==> config.mk <==
export PLATFORM = sky130hd
export DESIGN_NAME = pausable_scaled_game_timer
export DESIGN_NICKNAME = d
export VERILOG_FILES = /design/src/rtl/psgt_pkg.sv /design/src/rtl/psgt_cfg.sv /design/src/rtl/psgt_core.sv /design/src/rtl/pausable_scaled_game_timer.sv
export SDC_FILE = /design/constraint.sdc
export NUM_CORES = 2
export LEC_CHECK = 0
export ABC_AREA = 1
export BUFFER_PORTS_ARGS = -buffer_cell sky130_fd_sc_hd__buf_2
export CAP_MARGIN = 0
export CORE_MARGIN = 4
export CORE_UTILIZATION = 27
export DETAILED_ROUTE_END_ITERATION = 10
export SLEW_MARGIN = 0
export SYNTH_ARGS = -nofsm -noshare
export SYNTH_HDL_FRONTEND = slang
export SYNTH_HIERARCHICAL = 1
export SYNTH_SLANG_ARGS = --single-unit
==> constraint.sdc <==
create_clock -name i_clk -period 12.8 [get_ports i_clk]
set_input_delay 1.28 -clock i_clk [delete_from_list [all_inputs] [get_ports i_clk]]
set_output_delay 1.28 -clock i_clk [all_outputs]
set_load 0.005 [all_outputs]
==> src/rtl/psgt_pkg.sv <==
// Shared constants and types for the pausable scaled game timer.
package psgt_pkg;

    localparam int TIME_BITS_DEF = 48;
    localparam int RATE_W        = 16;
    localparam int TARGET_W      = 48;
    localparam int APB_DATA_W    = 64;
    localparam int APB_ADDR_W    = 4;
    localparam int REQ_W         = 3;

    // Q8.8 value of 1.0 and the number of fraction bits.
    localparam logic [RATE_W-1:0] RATE_ONE  = 16'd256;
    localparam int                RATE_FRAC = 8;

    // Request codes.
    localparam logic [REQ_W-1:0] REQ_UPDATE  = 3'd0;
    localparam logic [REQ_W-1:0] REQ_START   = 3'd1;
    localparam logic [REQ_W-1:0] REQ_PAUSE   = 3'd2;
    localparam logic [REQ_W-1:0] REQ_UNPAUSE = 3'd3;
    localparam logic [REQ_W-1:0] REQ_FFWD    = 3'd4;
    localparam logic [REQ_W-1:0] REQ_REWIND  = 3'd5;
    localparam logic [REQ_W-1:0] REQ_CLEAR   = 3'd6;

    // Register indexes, taken from paddr[3].
    localparam logic CFG_IDX_RATE   = 1'b0;
    localparam logic CFG_IDX_TARGET = 1'b1;

    typedef struct packed {
        logic paused;
        logic started;
    } t_flags;

endpackage

==> src/rtl/psgt_cfg.sv <==
// APB register file holding the rate multiplier and the countdown target.
module psgt_cfg #(
    parameter int TIME_BITS = psgt_pkg::TIME_BITS_DEF
) (
    input  logic                            i_clk,
    input  logic                            i_rst_n,
    input  logic                            psel,
    input  logic                            penable,
    input  logic                            pwrite,
    input  logic [psgt_pkg::APB_ADDR_W-1:0] paddr,
    input  logic [psgt_pkg::APB_DATA_W-1:0] pwdata,
    output logic [psgt_pkg::APB_DATA_W-1:0] prdata,
    output logic                            pready,
    input  logic                            i_rate_reload,
    output logic [psgt_pkg::RATE_W-1:0]     o_rate_mul,
    output logic [TIME_BITS-1:0]            o_target
);
    import psgt_pkg::*;

    logic [RATE_W-1:0]    r_rate_mul;
    logic [TIME_BITS-1:0] r_target;
    logic                 w_write;
    logic                 w_idx;
    logic [RATE_W-1:0]    w_rate_in;
    logic [TARGET_W-1:0]  w_target_in;

    assign pready      = 1'b1;
    assign w_write     = psel && penable && pwrite && pready;
    assign w_idx       = paddr[3];
    assign w_rate_in   = pwdata[RATE_W-1:0];
    assign w_target_in = pwdata[TARGET_W-1:0];

    always_ff @(posedge i_clk) begin
        if (!i_rst_n) begin
            r_rate_mul <= RATE_ONE;
            r_target   <= '0;
        end else begin
            // A start request puts the time scale back to 1.0.
            if (i_rate_reload) begin
                r_rate_mul <= RATE_ONE;
            end else if (w_write && w_idx == CFG_IDX_RATE && w_rate_in != '0) begin
                r_rate_mul <= w_rate_in;
            end
            if (w_write && w_idx == CFG_IDX_TARGET) begin
                r_target <= TIME_BITS'(w_target_in);
            end
        end
    end

    always_comb begin
        unique case (w_idx)
            CFG_IDX_RATE:   prdata = APB_DATA_W'(r_rate_mul);
            CFG_IDX_TARGET: prdata = APB_DATA_W'(r_target);
            default:        prdata = '0;
        endcase
    end

    assign o_rate_mul = r_rate_mul;
    assign o_target   = r_target;

endmodule

==> src/rtl/psgt_core.sv <==
// Timer state registers and the single-pass next-state logic for one request.
module psgt_core #(
    parameter int TIME_BITS = psgt_pkg::TIME_BITS_DEF
) (
    input  logic                         i_clk,
    input  logic                         i_rst_n,
    input  logic                         i_fire,
    input  logic [psgt_pkg::REQ_W-1:0]   i_req,
    input  logic [TIME_BITS-1:0]         i_tv,
    input  logic [psgt_pkg::RATE_W-1:0]  i_rate_mul,
    output logic                         o_rate_reload,
    output logic [TIME_BITS-1:0]         o_acc,
    output logic [TIME_BITS-1:0]         o_prior,
    output logic [TIME_BITS-1:0]         o_delta,
    output psgt_pkg::t_flags             o_flags
);
    import psgt_pkg::*;

    localparam int PROD_W = TIME_BITS + RATE_W;

    logic [TIME_BITS-1:0] r_acc, n_acc;
    logic [TIME_BITS-1:0] r_prior, n_prior;
    logic [TIME_BITS-1:0] r_mark, n_mark;
    logic [TIME_BITS-1:0] r_delta, n_delta;
    t_flags               r_flags, n_flags;
    logic                 r_pend, n_pend;

    logic [TIME_BITS-1:0] w_mark_eff;
    logic [TIME_BITS-1:0] w_diff;
    logic [PROD_W-1:0]    w_prod;
    logic [TIME_BITS-1:0] w_step;

    // A sample earlier than the marker gives a zero step.
    assign w_mark_eff = (i_tv < r_mark) ? i_tv : r_mark;
    assign w_diff     = i_tv - w_mark_eff;
    assign w_prod     = PROD_W'(w_diff) * PROD_W'(i_rate_mul);
    assign w_step     = w_prod[TIME_BITS+RATE_FRAC-1:RATE_FRAC];

    always_comb begin
        n_acc   = r_acc;
        n_prior = r_prior;
        n_mark  = r_mark;
        n_delta = r_delta;
        n_flags = r_flags;
        n_pend  = r_pend;
        unique case (i_req)
            REQ_UPDATE: begin
                n_mark = i_tv;
                if (r_flags.paused) begin
                    n_delta = '0;
                    if (r_pend) begin
                        n_flags.paused = 1'b0;
                        n_pend         = 1'b0;
                    end
                end else begin
                    n_prior = r_acc;
                    n_acc   = r_acc + w_step;
                    n_delta = w_step;
                    n_pend  = 1'b0;
                end
            end
            REQ_START: begin
                n_acc           = '0;
                n_prior         = '0;
                n_delta         = '0;
                n_mark          = i_tv;
                n_flags.paused  = 1'b0;
                n_flags.started = 1'b1;
                n_pend          = 1'b1;
            end
            REQ_PAUSE:   n_flags.paused = 1'b1;
            REQ_UNPAUSE: n_pend = 1'b1;
            REQ_FFWD:    n_acc = r_acc + i_tv;
            REQ_REWIND:  n_acc = (i_tv < r_acc) ? r_acc - i_tv : '0;
            REQ_CLEAR:   n_acc = '0;
            default: begin
            end
        endcase
    end

    always_ff @(posedge i_clk) begin
        if (!i_rst_n) begin
            r_acc   <= '0;
            r_prior <= '0;
            r_mark  <= '0;
            r_delta <= '0;
            r_flags <= '0;
            r_pend  <= 1'b1;
        end else if (i_fire) begin
            r_acc   <= n_acc;
            r_prior <= n_prior;
            r_mark  <= n_mark;
            r_delta <= n_delta;
            r_flags <= n_flags;
            r_pend  <= n_pend;
        end
    end

    assign o_rate_reload = i_fire && (i_req == REQ_START);
    assign o_acc         = r_acc;
    assign o_prior       = r_prior;
    assign o_delta       = r_delta;
    assign o_flags       = r_flags;

endmodule

==> src/rtl/pausable_scaled_game_timer.sv <==
// Top level of the pausable scaled game timer: handshake, input register and result.
//
// Requests arrive on the input channel (i_in_valid / o_in_ready) with a request
// code and a 48-bit time value. Each request yields exactly one result on the
// output channel (o_out_valid / i_out_ready): elapsed time, previous time,
// step delta, paused and started flags, and the countdown remaining.
// A request is held in an input register, then applied to the timer state
// in a single pass (one 48x16 scale multiply and an add); the updated state
// registers are the result. One request per cycle is sustained while
// results are taken. While a result waits, one more request can be taken
// into the input register; a stall longer than that drops o_in_ready until
// the result is taken. The APB port sets the Q8.8 rate multiplier
// (address 0) and the countdown target (address 8); the user must make
// writes only while the timer is idle; the block does not enforce it.
// A synchronous reset clears both channels, sets the multiplier to 1.0, the
// countdown target and all time state to zero, and arms a pending unpause.
module pausable_scaled_game_timer #(
    parameter int TIME_BITS = psgt_pkg::TIME_BITS_DEF
) (
    input  logic                            i_clk,
    input  logic                            i_rst_n,
    input  logic                            i_in_valid,
    output logic                            o_in_ready,
    input  logic [psgt_pkg::REQ_W-1:0]      i_req_type,
    input  logic [TIME_BITS-1:0]            i_time_value,
    output logic                            o_out_valid,
    input  logic                            i_out_ready,
    output logic [TIME_BITS-1:0]            o_elapsed_time,
    output logic [TIME_BITS-1:0]            o_previous_time,
    output logic [TIME_BITS-1:0]            o_step_delta,
    output logic                            o_paused_flag,
    output logic                            o_started_flag,
    output logic [TIME_BITS-1:0]            o_countdown_left,
    input  logic                            psel,
    input  logic                            penable,
    input  logic                            pwrite,
    input  logic [psgt_pkg::APB_ADDR_W-1:0] paddr,
    input  logic [psgt_pkg::APB_DATA_W-1:0] pwdata,
    output logic [psgt_pkg::APB_DATA_W-1:0] prdata,
    output logic                            pready
);
    import psgt_pkg::*;

    logic                 r_in_valid;
    logic [REQ_W-1:0]     r_req;
    logic [TIME_BITS-1:0] r_tv;
    logic                 r_out_valid;
    logic                 w_advance;
    logic                 w_reload;
    logic [RATE_W-1:0]    w_rate_mul;
    logic [TIME_BITS-1:0] w_target;
    logic [TIME_BITS-1:0] w_acc;
    t_flags               w_flags;

    // The held request moves into the state when the result slot is free.
    assign w_advance  = r_in_valid && (!r_out_valid || i_out_ready);
    assign o_in_ready = !r_in_valid || w_advance;

    always_ff @(posedge i_clk) begin
        if (!i_rst_n) begin
            r_in_valid  <= 1'b0;
            r_out_valid <= 1'b0;
        end else begin
            if (o_in_ready) begin
                r_in_valid <= i_in_valid;
            end
            if (w_advance) begin
                r_out_valid <= 1'b1;
            end else if (i_out_ready) begin
                r_out_valid <= 1'b0;
            end
        end
    end

    always_ff @(posedge i_clk) begin
        if (i_in_valid && o_in_ready) begin
            r_req <= i_req_type;
            r_tv  <= i_time_value;
        end
    end

    psgt_cfg #(
        .TIME_BITS(TIME_BITS)
    ) u_cfg (
        .i_clk         (i_clk),
        .i_rst_n       (i_rst_n),
        .psel          (psel),
        .penable       (penable),
        .pwrite        (pwrite),
        .paddr         (paddr),
        .pwdata        (pwdata),
        .prdata        (prdata),
        .pready        (pready),
        .i_rate_reload (w_reload),
        .o_rate_mul    (w_rate_mul),
        .o_target      (w_target)
    );

    psgt_core #(
        .TIME_BITS(TIME_BITS)
    ) u_core (
        .i_clk         (i_clk),
        .i_rst_n       (i_rst_n),
        .i_fire        (w_advance),
        .i_req         (r_req),
        .i_tv          (r_tv),
        .i_rate_mul    (w_rate_mul),
        .o_rate_reload (w_reload),
        .o_acc         (w_acc),
        .o_prior       (o_previous_time),
        .o_delta       (o_step_delta),
        .o_flags       (w_flags)
    );

    assign o_out_valid      = r_out_valid;
    assign o_elapsed_time   = w_acc;
    assign o_paused_flag    = w_flags.paused;
    assign o_started_flag   = w_flags.started;
    assign o_countdown_left = (w_target > w_acc) ? w_target - w_acc : '0;

endmodule

**After elaboration in Yosys (flattened, before gate mapping)**

Index checks and enable logic that the tools add are counted.

- Multiplexer cells: 16
- Reductions and logical operators: 30
- Equality and inequality tests: 7
- Add/sub/neg operators: 5
- Order comparisons: 3
- Multipliers: 1
- Bitwise logic cells: 2

Operators with widths:

| operator | count |
|---|---|
| $mux 48 | 6 |
| $pmux 48 s2 | 2 |
| $pmux 48 s4 | 1 |
| $sub 48x48->48 | 3 |
| $pmux 64 s2 | 1 |
| $add 48x48->48 | 2 |
| $lt 48x48->1 | 2 |
| $mul 48x16->56 | 1 |
| $gt 48x48->1 | 1 |
| $reduce_bool 16->1 | 1 |
| $reduce_and 2->1 | 5 |
| $eq 3x3->1 const B | 3 |
| $logic_and 1x1->1 | 8 |
| $reduce_or 2->1 | 4 |
| $eq 3x2->1 const B | 2 |
| $reduce_and 3->1 | 2 |
| $reduce_bool 2->1 | 3 |
| $mux 1 | 4 |
| $reduce_bool 4->1 | 1 |
| $eq 3x1->1 const B | 1 |
| $logic_not 3->1 | 1 |
| $pmux 1 s3 | 1 |
| $reduce_bool 3->1 | 1 |
| $logic_not 1->1 | 2 |
| 4 further kinds | 6 |

- Output and inout port bits: 261
- Logic and storage cells: 77
- Flip-flop bits (word level): 312

**Logic depth before layout (Yosys ltp)**

- Word-level depth: 7
- Mapped depth: 77
- Depth with buffers taken out: 74

**Hierarchy**

The synthesis kept the hierarchy.

Modules (own cells, without submodules):

| module | instances | cells each | sequential area each (um^2) | area an instance (um^2) |
|---|---|---|---|---|
| psgt_core | 1 | 5731 | 3903.7 | 40143.5 |
| pausable_scaled_game_timer | 1 | 1057 | 1571.5 | 6299.8 |
| psgt_cfg | 1 | 451 | 1281.2 | 2937.8 |

**Least setup slack after synthesis**

No wires, ideal clock.

- Path kind: register -> register
- From: register r_tv[39]
- To: register u_core.r_acc[47] (netlist: u_core/o_acc[47])
- Period minus slack after synthesis: 11199 ps
- Slack: 1601 ps
- Required time: 12734 ps
- Library setup time: 66 ps
- Cell stages (with the launch flop): 70
- Buffers on the path: 2
- Data arrival time: 11132 ps
- Path through: edfxtp_1 > ha_1 > nand2_1 > inv_1 > nand3_1 > nor3_1 > nand2_1 > nor4_1 > nand2_1 > nand2_1 > clkbuf_1 > clkbuf_1 > nand2_1 > o21ai_0 > ha_1 > inv_1 > fa_1 > nand2_1 > (+34 left out) > nand3_1 > o21ai_0 > ha_1 > a21oi_1 > inv_1 > a21oi_1 > a21boi_0 > nor2_1 > nor2_1 > nand3_1 > nand2_1 > o211ai_1 > a31oi_1 > xor2_1 > inv_1 > nand3_1 > nand3_2 > a21oi_2

- Cells in the longest elaborated chain, start to end: 7
- Elaborated cells between the ends (all ways): 11
- Those cells by class: add/sub (4); mul (1); order compare (2); mux (4)

RTL lines:

| element | line | source |
|---|---|---|
| start, declared | pausable_scaled_game_timer.sv:46 | `logic [TIME_BITS-1:0] r_tv;` |
| start signal, assigned | pausable_scaled_game_timer.sv:78 | `r_tv <= i_time_value;` |
| $lt 48x48->1 | psgt_core.sv:34 | `assign w_mark_eff = (i_tv < r_mark) ? i_tv : r_mark;` |
| $mux 48 | psgt_core.sv:34 |  |
| $sub 48x48->48 | psgt_core.sv:35 | `assign w_diff = i_tv - w_mark_eff;` |
| $mul 48x16->56 | psgt_core.sv:36 | `assign w_prod = PROD_W'(w_diff) * PROD_W'(i_rate_mul);` |
| $add 48x48->48 | psgt_core.sv:57 | `n_acc = r_acc + w_step;` |
| $mux 48 | psgt_core.sv:49 | `if (r_flags.paused) begin` |
| $pmux 48 s4 * | psgt_core.sv:46 | `unique case (i_req)` |
| end signal, assigned | psgt_core.sv:90 | `r_acc <= n_acc;` |
| end, declared | psgt_core.sv:21 | `logic [TIME_BITS-1:0] r_acc, n_acc;` |

Every way passes the cells marked *; elsewhere a longest branch is shown, timed or not. The select of a mux whose other input is x is not followed.
A chain may end at the register's enable or synchronous reset.

**Final worst setup path**

- From: register r_tv[43]
- To: register u_core.r_acc[47] (netlist: u_core/o_acc[47])

Same word-level chain as after synthesis.

==> summary.txt <==
Cells and area
  – Area Growth Syn to Fin: 20.4%
  – Share of cells above drive strength 1: 16.2%
  – Core Util, Final: between 30% and 40%
  – Final Cell Area: 59400 um2
  – Non-Filler Instances: 10400
  – Nets: 9120
  – Fill cells: 19600

STA
  – Tcrit/Tclk final: a little over nine tenths
  – Worst slew margin: 19.3%
  – Setup violators final: 0
  – Final slew viol count: 0
  – Least-Margin Pin Slew: roughly 1.2 ns
  – F_max: 0.0821 GHz
  – RSZ-0062 raised after global routing: true
  – Final Hold Vio Count: 0
  – Tmin final: approximately 12 ns
  – Final Skew: ~0.024 ns

Power and ir drop
  – Pwr Density: 243 nW/um2
  – Maximum VDD drop: between 150 and 200 uV
  – Leakage: around 30 nW

Setup path
  – Worst setup SP type: register
  – Slowest CP cell: fa_1
  – Slowest stage delay, CP: 0.55 ns
  – Arrival time worst endpoint: ~13 ns
  – Setup crit end kind: register
  – Worst r2r dst: u_core/o_acc[47]
  – Path depth of the worst reg2reg path: 68
  – Crit Path Max Fanout: 27
  – WP data required: about 13 ns
  – Setup crit end: u_core/o_acc[47]
  – Cell occurring most often along the worst timing path: nand2_1
  – Reg-to-Reg Start: r_tv[43]
  – Kind of critical path: reg2reg
  – CP Launch Point: r_tv[43]
  – R2R setup slack: just over 0.6 ns

Die
  – Die Span Y: roughly 440 um
  – Die W: roughly 440 um
  – Starting Density: between 20 and 30%
  – Die ar.: 190000 um2
  – Num rows: 156
  – Core box area: about 180000 um2
  – # IOs: 387

Drt
  – Final WL: 203000 um
  – Number of antenna-violating nets in the routed design: 0
  – Vias: 49700
  – Wire per inst: slightly below 20 um
  – DR DRC count: 0
  – Initial DRC Count: approximately 3700
  – Avg Vias per Cell: 4.76
  – Router iterations before antenna repair: 7

Placement
  – Placer congestion estimate: 0.942
  – IO buf count: 350
  – Inst Count DP: 10300
  – Placed Area: ~58000 um2
  – Detailed placer's ending HPWL: about 170000 um

Clock network
  – Clock root buffer: clkbuf_16
  – Cts bufs inserted: 37
  – Reg clk slew, reported paths: roughly 0.060 ns
  – Clk buf depth: 3
  – CTS HTree Levels: 2
  – Insertion delay to the later sink of the worst-skew pair: roughly 0.6 ns
  – Sink Count: 312
  – CTS tree: built

GRT
  – Total gr overflow: 0
  – Total track usage: between 20 and 25%
  – First-pass GRT wire length: slightly above 300000 um
  – Largest net degree at the start of global routing: 100
  – Vias in the first global route: 50100
  – Antenna violations before repair: 6

Synth
  – Synth Cell Area: slightly below 50000 um2
  – Post-synthesis sequential area ratio: between 10% and 20%
  – Count leader, synth: nand2_1
  – Synth Instances: ~7200
  – Top_reg_cell synth: dfxtp_1
  – EDFF count, synth: 51
  – Yosys warning total: 6
  – Ys async rst share: 0%
  – Synth top area cells: fa_1 25%, nand2_1 14%, inv_1 11%, dfxtp_1 11%, ha_1 8.6%
  – Area share of the leading cell type in the synthesized netlist: ~25%
  – Post-synthesis register bit count: 312
  – Avg Inst Size Synth: 6.82 um2
  – Unique masters post-synth: a little under 70
  – Post-synth top area cell: fa_1
  – Leading cell types by count after synthesis: 1811 x nand2_1, 1421 x inv_1, 759 x nor2_1

Run status
  – Status: finished clean

Hold path
  – Min-Delay Path Class: reg2reg

Job
  – Max-Cap Viols: 0
routing by layer:
layer	vias up	share of wire, %	track usage, %
met3	339	5.9	2.49
met2	1714	47	35.3
met1	23700	41	25.6
li1	23900	-	-
met5	-	0.0089	0
met4	2	6.2	11.2
state kept, by name (all words and copies together) (netlist names):
signal / flops
o_out_valid: 1
r_in_valid: 1
r_req: 3
r_tv: 48
u_cfg/o_rate_mul: 16
u_cfg/o_target: 48
u_core/o_acc: 48
u_core/o_delta: 48
u_core/o_flags: 2
u_core/o_prior: 48
u_core/r_mark: 48
u_core/r_pend: 1
timing repair:
item                                    in CTS  in global routing
buffers inserted                             0                 20
hold buffers                                 0                  0
endpoints found under the setup margin       0                 22
gates resized for setup                      0                 90
cell usage in the layout, fill, tap and decap left out, types with 18 or more instances in the layout:
master	instances
o21ai_0	361
nor3_1	26
inv_2	24
clkbuf_16	39
inv_1	1417
nand2_2	43
or2_2	49
a21oi_1	495
nor2_1	751
nand2_1	1790
nand4_1	36
buf_2	349
edfxtp_1	51
o21ai_1	28
o211ai_1	35
xor2_1	38
nand3_1	235
clkinv_1	19
o21a_1	18
ha_1	338
a31oi_1	65
a21oi_2	20
a21o_1	21
buf_4	624
dfxtp_1	258
xnor2_1	54
nand3_2	19
fa_1	617
nor2_2	49
metrics by stage:
step	power [mW]	hold WS [ns]	setup WS [ns]	TNS [ns]
CTS	14.2	0.465	0.103	0
finish	14.4	0.464	0.620	0
global placement	12.9	0.450	0.0967	0
floorplan	6.94	0.441	1.60	0
global route	15.6	0.478	-0.00288	-0.00288
detailed placement	12.9	0.456	0.174	0
worst min path at each step:
stage / from / end / slack [ns] / cells after the start
floorplan: u_core/r_pend / u_core/r_pend / 0.44 / 2
global placement: u_core/o_prior[22] / u_core/o_prior[22] / 0.45 / 2
detailed placement: u_core/o_prior[16] / u_core/o_prior[16] / 0.46 / 2
CTS: u_core/o_prior[37] / u_core/o_prior[37] / 0.47 / 2
global route: u_core/o_prior[22] / u_core/o_prior[22] / 0.48 / 2
finish: u_core/o_prior[15] / u_core/o_prior[15] / 0.46 / 2
cells by family after synthesis:
| kind of cell | Yosys count | synth area share [%] |
|---|---|---|
| AND/OR/NAND/NOR | 3058 | 25.3 |
| buffers and inverters | 1700 | 13.2 |
| AO/OA/AOI/OAI | 1113 | 12.3 |
| adder cells (fa/ha/maj) | 959 | 33.7 |
| flip-flops | 312 | 13.7 |
| XOR/XNOR | 95 | 1.68 |
| other | 2 | 0.0152 |
area by class of cell:
cell class | instances | area, um2 | share of cell area (%)
Inverter | 1465 | 5520 | 9.28
Multi-Input combinational cell | 5242 | 36400 | 61.3
Antenna cell | 5 | 12.5 | 0.0210
Clock buffer | 44 | 1010 | 1.71
Sequential cell | 312 | 6760 | 11.4
Timing Repair Buffer | 977 | 6500 | 10.9
Tap cell | 2370 | 2970 | 4.99
Clock inverter | 22 | 245 | 0.413
worst max-delay path: cells and delay by family, from the launching register on:
kind	cells	cell delay (ns)
adder cells (fa/ha/maj)	11	4.58
AND/OR/NAND/NOR	26	2.93
AO/OA/AOI/OAI	16	2.47
buffers and inverters	14	1.44
flip-flops	1	0.41
XOR/XNOR	1	0.24
power by group:
group          internal [mW]  switching (mW)  total (mW)  leakage [nW]
combinational           4.98            7.19        12.2          27.3
sequential              1.05          0.0664        1.12          2.62
clock                  0.639           0.502        1.14         0.619
(Power assumes the default switching activity.)
